<file path="config.mk">
export PLATFORM = sky130hd
export DESIGN_NAME = sorted_list_set_merge
export DESIGN_NICKNAME = d
export VERILOG_FILES = /design/src/hw/rtl/slsm_pkg.sv /design/src/hw/rtl/slsm_ram.sv /design/src/hw/rtl/sorted_list_set_merge.sv
export SDC_FILE = /design/constraint.sdc
export NUM_CORES = 2
export LEC_CHECK = 0
export BUFFER_PORTS_ARGS = -buffer_cell sky130_fd_sc_hd__buf_2
export CORE_MARGIN = 2
export CORE_UTILIZATION = 35
export CTS_CLUSTER_DIAMETER = 150
export DETAILED_ROUTE_END_ITERATION = 10
export PLACE_DENSITY = 0.55
export SLEW_MARGIN = 20
export SYNTH_ARGS = -nofsm -noshare
export SYNTH_HDL_FRONTEND = slang
export SYNTH_SLANG_ARGS = --single-unit
</file>
<file path="constraint.sdc">
create_clock -name i_clk -period 13.6 [get_ports i_clk]
set_input_delay 0 -clock i_clk [delete_from_list [all_inputs] [get_ports i_clk]]
set_output_delay 0 -clock i_clk [all_outputs]
set_load 0.05 [all_outputs]
</file>
<file path="src/hw/rtl/slsm_pkg.sv">
`default_nettype none
// ----------------------------------------------------------------------------
// slsm_pkg
// Shared types and constants for the sorted-list set merge engine.
// ----------------------------------------------------------------------------
package slsm_pkg;

    localparam int SLSM_LIST_DEPTH = 32;
    localparam int SLSM_VALUE_W    = 32;

    typedef enum logic [1:0] {
        KIND_LOAD_A = 2'd0,
        KIND_LOAD_B = 2'd1,
        KIND_CLEAR  = 2'd2,
        KIND_RUN    = 2'd3
    } t_kind;

    typedef enum logic [1:0] {
        OP_MERGE = 2'd0,
        OP_UNION = 2'd1,
        OP_INTER = 2'd2,
        OP_DIFF  = 2'd3
    } t_op;

    typedef enum logic [1:0] {
        ST_IDLE,
        ST_READ,
        ST_STEP
    } t_state;

    typedef struct packed {
        t_kind                            kind;
        logic signed [SLSM_VALUE_W-1:0]   value;
        t_op                              operation;
    } t_in_word;

    typedef struct packed {
        logic signed [SLSM_VALUE_W-1:0]   result_value;
        logic                             is_last;
        logic                             is_empty;
    } t_out_word;

endpackage
`default_nettype wire

</file>
<file path="src/hw/rtl/slsm_ram.sv">
`default_nettype none
// ----------------------------------------------------------------------------
// slsm_ram
// Generic single-write, single-read RAM with registered read data.
// ----------------------------------------------------------------------------
module slsm_ram #(
    parameter int  WIDTH = 32,
    parameter int  DEPTH = 32,
    localparam int AW    = (DEPTH > 1) ? $clog2(DEPTH) : 1
) (
    input  wire logic             i_clk,
    input  wire logic             i_wr_en,
    input  wire logic [AW-1:0]    i_wr_addr,
    input  wire logic [WIDTH-1:0] i_wr_data,
    input  wire logic             i_rd_en,
    input  wire logic [AW-1:0]    i_rd_addr,
    output logic      [WIDTH-1:0] o_rd_data
);

    logic [WIDTH-1:0] r_mem [DEPTH];

    always_ff @(posedge i_clk) begin
        if (i_wr_en) begin
            r_mem[i_wr_addr] <= i_wr_data;
        end
        if (i_rd_en) begin
            o_rd_data <= r_mem[i_rd_addr];
        end
    end

endmodule
`default_nettype wire

</file>
<file path="src/hw/rtl/sorted_list_set_merge.sv">
`default_nettype none
// ----------------------------------------------------------------------------
// sorted_list_set_merge
// Two-list merge / union / intersection / difference engine.
// ----------------------------------------------------------------------------
// Load and clear words are taken one per cycle while idle. A run word walks
// lists A and B with two cursors; each step reads both RAMs (ST_READ), then
// compares and advances through the shared signed comparator (ST_STEP),
// waiting there while a result is blocked by the output stall. Input is
// stalled for the whole run. Results leave through one output register; the
// last word of a run carries is_last, and an empty answer gives one word with
// is_empty set and a zero value. One result is held back in a pending
// register until the next one is found, which is how is_last is known. Lists
// stay intact after a run; a clear word empties both.
// ----------------------------------------------------------------------------
module sorted_list_set_merge
    import slsm_pkg::*;
#(
    parameter int LIST_DEPTH = SLSM_LIST_DEPTH
) (
    input  wire logic      i_clk,
    input  wire logic      i_rst_n,
    input  wire logic      i_in_valid,
    input  wire t_in_word  i_in_data,
    output logic           o_in_stall,
    output logic           o_out_valid,
    output t_out_word      o_out_data,
    input  wire logic      i_out_stall
);

    localparam int AW = (LIST_DEPTH > 1) ? $clog2(LIST_DEPTH) : 1;
    localparam int CW = $clog2(LIST_DEPTH + 1);

    t_state                  r_state, n_state;
    t_op                     r_op, n_op;
    logic [CW-1:0]           r_cnt_a, n_cnt_a;
    logic [CW-1:0]           r_cnt_b, n_cnt_b;
    logic [CW-1:0]           r_i, n_i;
    logic [CW-1:0]           r_j, n_j;
    logic                    r_pend_valid, n_pend_valid;
    logic [SLSM_VALUE_W-1:0] r_pend_val, n_pend_val;
    logic                    r_out_valid, n_out_valid;
    t_out_word               r_out, n_out;

    logic                    in_accept;
    logic                    wr_a, wr_b, rd_en;
    logic [SLSM_VALUE_W-1:0] ram_a, ram_b;

    // step decode
    logic                    have_a, have_b, a_lt_b, b_lt_a;
    logic                    emit, adv_i, adv_j, done;
    logic [SLSM_VALUE_W-1:0] step_val;
    logic                    out_free, need_out, go, push;

    assign in_accept = i_in_valid && !o_in_stall;
    assign wr_a = in_accept && (i_in_data.kind == KIND_LOAD_A)
                  && (r_cnt_a < CW'(LIST_DEPTH));
    assign wr_b = in_accept && (i_in_data.kind == KIND_LOAD_B)
                  && (r_cnt_b < CW'(LIST_DEPTH));
    assign rd_en = (r_state == ST_READ);

    slsm_ram #(.WIDTH(SLSM_VALUE_W), .DEPTH(LIST_DEPTH)) u_ram_a (
        .i_clk     (i_clk),
        .i_wr_en   (wr_a),
        .i_wr_addr (r_cnt_a[AW-1:0]),
        .i_wr_data (i_in_data.value),
        .i_rd_en   (rd_en),
        .i_rd_addr (r_i[AW-1:0]),
        .o_rd_data (ram_a)
    );

    slsm_ram #(.WIDTH(SLSM_VALUE_W), .DEPTH(LIST_DEPTH)) u_ram_b (
        .i_clk     (i_clk),
        .i_wr_en   (wr_b),
        .i_wr_addr (r_cnt_b[AW-1:0]),
        .i_wr_data (i_in_data.value),
        .i_rd_en   (rd_en),
        .i_rd_addr (r_j[AW-1:0]),
        .o_rd_data (ram_b)
    );

    // one step of the cursor walk
    always_comb begin
        have_a   = (r_i < r_cnt_a);
        have_b   = (r_j < r_cnt_b);
        a_lt_b   = ($signed(ram_a) < $signed(ram_b));
        b_lt_a   = !a_lt_b && (ram_a != ram_b);
        emit     = 1'b0;
        adv_i    = 1'b0;
        adv_j    = 1'b0;
        done     = 1'b0;
        step_val = ram_a;
        if (have_a && have_b) begin
            if (r_op == OP_MERGE) begin
                emit = 1'b1;
                if (a_lt_b) begin
                    adv_i = 1'b1;
                end else begin
                    step_val = ram_b;
                    adv_j    = 1'b1;
                end
            end else if (a_lt_b) begin
                emit  = (r_op != OP_INTER);
                adv_i = 1'b1;
            end else if (b_lt_a) begin
                emit     = (r_op == OP_UNION);
                step_val = ram_b;
                adv_j    = 1'b1;
            end else begin
                emit  = (r_op == OP_UNION) || (r_op == OP_INTER);
                adv_i = 1'b1;
                adv_j = 1'b1;
            end
        end else if (have_a && (r_op != OP_INTER)) begin
            emit  = 1'b1;
            adv_i = 1'b1;
        end else if (have_b && ((r_op == OP_MERGE) || (r_op == OP_UNION))) begin
            emit     = 1'b1;
            step_val = ram_b;
            adv_j    = 1'b1;
        end else begin
            done = 1'b1;
        end
    end

    assign out_free = !r_out_valid || !i_out_stall;
    assign need_out = done || (emit && r_pend_valid);
    assign go       = (r_state == ST_STEP) && (!need_out || out_free);
    assign push     = go && need_out;

    // next state
    always_comb begin
        n_state = r_state;
        unique case (r_state)
            ST_IDLE: begin
                if (in_accept && (i_in_data.kind == KIND_RUN)) begin
                    n_state = ST_READ;
                end
            end
            ST_READ: begin
                n_state = ST_STEP;
            end
            ST_STEP: begin
                if (go) begin
                    n_state = done ? ST_IDLE : ST_READ;
                end
            end
            default: begin
                n_state = ST_IDLE;
            end
        endcase
    end

    // datapath and outputs
    always_comb begin
        n_op         = r_op;
        n_cnt_a      = r_cnt_a;
        n_cnt_b      = r_cnt_b;
        n_i          = r_i;
        n_j          = r_j;
        n_pend_valid = r_pend_valid;
        n_pend_val   = r_pend_val;
        n_out_valid  = r_out_valid && i_out_stall;
        n_out        = r_out;

        if (wr_a) begin
            n_cnt_a = r_cnt_a + CW'(1);
        end
        if (wr_b) begin
            n_cnt_b = r_cnt_b + CW'(1);
        end
        if (in_accept && (i_in_data.kind == KIND_CLEAR)) begin
            n_cnt_a = '0;
            n_cnt_b = '0;
        end
        if (in_accept && (i_in_data.kind == KIND_RUN)) begin
            n_op         = i_in_data.operation;
            n_i          = '0;
            n_j          = '0;
            n_pend_valid = 1'b0;
        end

        if (go) begin
            if (adv_i) begin
                n_i = r_i + CW'(1);
            end
            if (adv_j) begin
                n_j = r_j + CW'(1);
            end
            if (emit) begin
                n_pend_valid = 1'b1;
                n_pend_val   = step_val;
            end
            if (done) begin
                n_pend_valid = 1'b0;
            end
        end

        if (push) begin
            n_out_valid = 1'b1;
            if (done && !r_pend_valid) begin
                n_out.result_value = '0;
                n_out.is_last      = 1'b1;
                n_out.is_empty     = 1'b1;
            end else begin
                n_out.result_value = r_pend_val;
                n_out.is_last      = done;
                n_out.is_empty     = 1'b0;
            end
        end
    end

    always_ff @(posedge i_clk) begin
        if (!i_rst_n) begin
            r_state      <= ST_IDLE;
            r_cnt_a      <= '0;
            r_cnt_b      <= '0;
            r_pend_valid <= 1'b0;
            r_out_valid  <= 1'b0;
        end else begin
            r_state      <= n_state;
            r_cnt_a      <= n_cnt_a;
            r_cnt_b      <= n_cnt_b;
            r_pend_valid <= n_pend_valid;
            r_out_valid  <= n_out_valid;
        end
    end

    always_ff @(posedge i_clk) begin
        r_op       <= n_op;
        r_i        <= n_i;
        r_j        <= n_j;
        r_pend_val <= n_pend_val;
        r_out      <= n_out;
    end

    assign o_in_stall  = (r_state != ST_IDLE);
    assign o_out_valid = r_out_valid;
    assign o_out_data  = r_out;

    // ------------------------------------------------------------------
    a_cnt_bound: assert property (@(posedge i_clk) disable iff (!i_rst_n)
        (r_cnt_a <= CW'(LIST_DEPTH)) && (r_cnt_b <= CW'(LIST_DEPTH)))
        else $error("list count above depth");

    a_cursor_bound: assert property (@(posedge i_clk) disable iff (!i_rst_n)
        (r_state == ST_STEP) |-> ((r_i <= r_cnt_a) && (r_j <= r_cnt_b)))
        else $error("cursor past list end");

    a_out_from_step: assert property (@(posedge i_clk) disable iff (!i_rst_n)
        $rose(r_out_valid) |-> ($past(r_state) == ST_STEP))
        else $error("result word raised outside a walk step");

    a_pend_idle: assert property (@(posedge i_clk) disable iff (!i_rst_n)
        (r_state == ST_IDLE) |-> !r_pend_valid)
        else $error("pending result left after run");

endmodule
`default_nettype wire
</file>
==> results.json <==
{
  "status": "finished clean",
  "min_period_ns": 4.89,
  "vdd_ir_drop_max_v": 0.000157,
  "drt-initial-drc-count": 4134,
  "rsz0062_at_grt": "no",
  "synthCells": 3625,
  "rrSetupSlack_ns": 8.71,
  "hold_path_class": "in -> reg",
  "gp_congestion": 0.801,
  "ff2ff_path_depth": 6,
  "power_mw": 13.7,
  "worstSetupPathType": "reg -> reg",
  "grt_pass1_wl_mm": 311,
  "num_vias": 39200,
  "synth.avg_cell_area_um2": 23.5,
  "syn_area_um2": 85100,
  "cts_tree": "yes",
  "drc": 0,
  "final_hold_viol_count": 0,
  "start_kind": "flop",
  "power.leakage_nw": 29.2,
  "cp.arrival_ns": 5.48,
  "yosys_warnings": 0,
  "die-area_um2": 247000,
  "area_growth_pct": 14.8,
  "clock-root-buffer": "clkbuf_16",
  "fin_hold_ws_ns": 0.140,
  "ys_ff_latch": 2208,
  "clk_latency_ns": 0.86,
  "pin_count": 76,
  "rr_endpoint": "u_ram_a.o_rd_data[14]",
  "setup_tns_ns": 0,
  "period_share": 0.360,
  "clock-sinks": 2208,
  "max-clock-path-buffers": 3,
  "yosys-top-cells-count": "edfxtp_1 (2,180), mux4_2 (640), clkbuf_1 (120)",
  "routed_via_density": 5.38,
  "power.density_nw_per_um2": 140,
  "dpl.hpwl_mm": 117,
  "cap_viol_max_count": 0,
  "setup_ws_ns": 8.71,
  "drv_slew": 0,
  "ant_nets": 0,
  "endpoint": "u_ram_a.o_rd_data[14]",
  "worst_slew_pin_slew_ns": 1.01,
  "cp-end-kind": "flop",
  "postCtsSetupBuffers": 0,
  "fp.dieH_um": 497,
  "initial_utilization": 0.351,
  "critPathLaunch": "r_i[1]",
  "crit_fanout": 60,
  "yosysSeqAreaShare": 0.776,
  "synth_top_cell_area_share": 0.769,
  "synthTopCellsByArea": "edfxtp_1 (77%), mux4_2 (17%), mux2_2 (1.0%)",
  "clk_pin_slew_ns": 0.06,
  "synth-edff-count": 2180,
  "cts_max_level": 4,
  "fmax_ghz": 0.204,
  "fin_worst_skew_ns": 0.0349,
  "grt_max_degree": 118,
  "grt_pass1_vias": 40400,
  "overflow": 0,
  "first_pass_iters": 5,
  "fin_util": 0.403,
  "place_ws_ns": 8.70,
  "rr_startpoint": "r_i[1]",
  "synth.largest_area_cell": "edfxtp_1",
  "rows": 181,
  "drive_gt1_frac": 0.315,
  "cts_buffers": 219,
  "portBuffers": 75,
  "setup_violations": 0,
  "slew_headroom": 0.326,
  "async_flop_share": 0,
  "core_um2": 243000,
  "grt_antenna_before_repair": 19,
  "synth_flop_cell": "edfxtp_1",
  "die_w_um": 497,
  "wl_per_cell_um": 30.1,
  "synthMostInstantiatedCell": "edfxtp_1",
  "synth_cell_types": 54,
  "cp.required_ns": 14.19,
  "wirelength_mm": 219,
  "fin_nets": 3993,
  "synth_nets": 3720,
  "track_usage": 0.176
}
[area by class of cell]
class,instances,area (um2)
sequential,2208,66100
clock inverter,132,1200
inverter,53,199
multi-input combinational,1188,18700
antenna,6,15.0
clock buffer,272,5740
timing repair buffer,228,1770
fill,21100,145000
tap,3202,4010
[routing by layer]
layer | global-route usage | routed length (um) | vias up
li1 | - | - | 16000
met1 | 0.248 | 95100 | 21600
met2 | 0.287 | 107000 | 1274
met3 | 0.0244 | 11900 | 279
met4 | 0.0505 | 5460 | 0
met5 | 0 | 0 | -
[layout by cell type (no fill, tap or decap), types with 52 or more instances in the layout]
master	count
nor2_4	65
buf_2	53
mux4_2	640
nand2_1	72
buf_4	124
clkinv_1	53
clkbuf_16	222
ha_1	55
edfxtp_1	2180
inv_1	52
mux2_2	77
[worst min path at each step]
stage                             from          end  depth (start not counted)
after floorplan           i_in_data[0]      r_op[0]                          0
after global placement    i_in_data[1]      r_op[1]                          1
after detailed placement  i_in_data[1]      r_op[1]                          1
after CTS                      i_rst_n  o_out_valid                          3
after global routing           i_rst_n  o_out_valid                          3
final                          i_rst_n  o_out_valid                          3
[cells by family (layout without fill, tap and decap cells)]
| logic type | Yosys count | after routing | share of synthesized area |
|---|---|---|---|
| AO/OA/AOI/OAI | 114 | 114 | 0.00901 |
| XOR/XNOR | 8 | 8 | 0.000823 |
| adder cells (fa/ha/maj) | 55 | 55 | 0.00809 |
| buffers and inverters | 229 | 685 | 0.0102 |
| flip-flops | 2208 | 2208 | 0.776 |
| multiplexers | 730 | 730 | 0.181 |
| other | 0 | 6 | 0 |
| AND/OR/NAND/NOR | 281 | 281 | 0.0148 |
[flip-flops by register name, summed over array words and instances (netlist names)]
register / cells
u_ram_b.o_rd_data: 32
r_state: 2
r_cnt_b: 6
u_ram_a.r_mem: 1024
o_out_valid: 1
r_i: 6
u_ram_b.r_mem: 1024
r_pend_valid: 1
r_pend_val: 32
r_cnt_a: 6
u_ram_a.o_rd_data: 32
r_op: 2
o_out_data: 34
r_j: 6
[critical path, cell delays in order, from the launching register on]
cell	delay, ns
dfxtp_4	0.88
buf_4	0.74
buf_4	0.87
buf_4	0.79
mux4_2	0.42
mux4_2	0.53
mux2_2	0.28
[timing repair]
| item | CTS | global route |
|---|---|---|
| resized for setup | 0 | 0 |
| hold buffers | 45 | 0 |
| endpoints found under the hold margin | 2047 | 0 |
[where the power goes]
group	leakage, nW	switching (mW)	internal [mW]
sequential	19.9	0.0106	7.49
clock	3.41	2.58	3.33
combinational	5.99	0.194	0.0985
total	29.2	2.79	10.9
[through the flow]
stage,area [um2],instances
after floorplan,85100,3625
after global routing,97700,7286
after global placement,90200,6831
final,97700,7289
after CTS,97600,7281
after detailed placement,90200,6832
(Power assumes the default switching activity.)
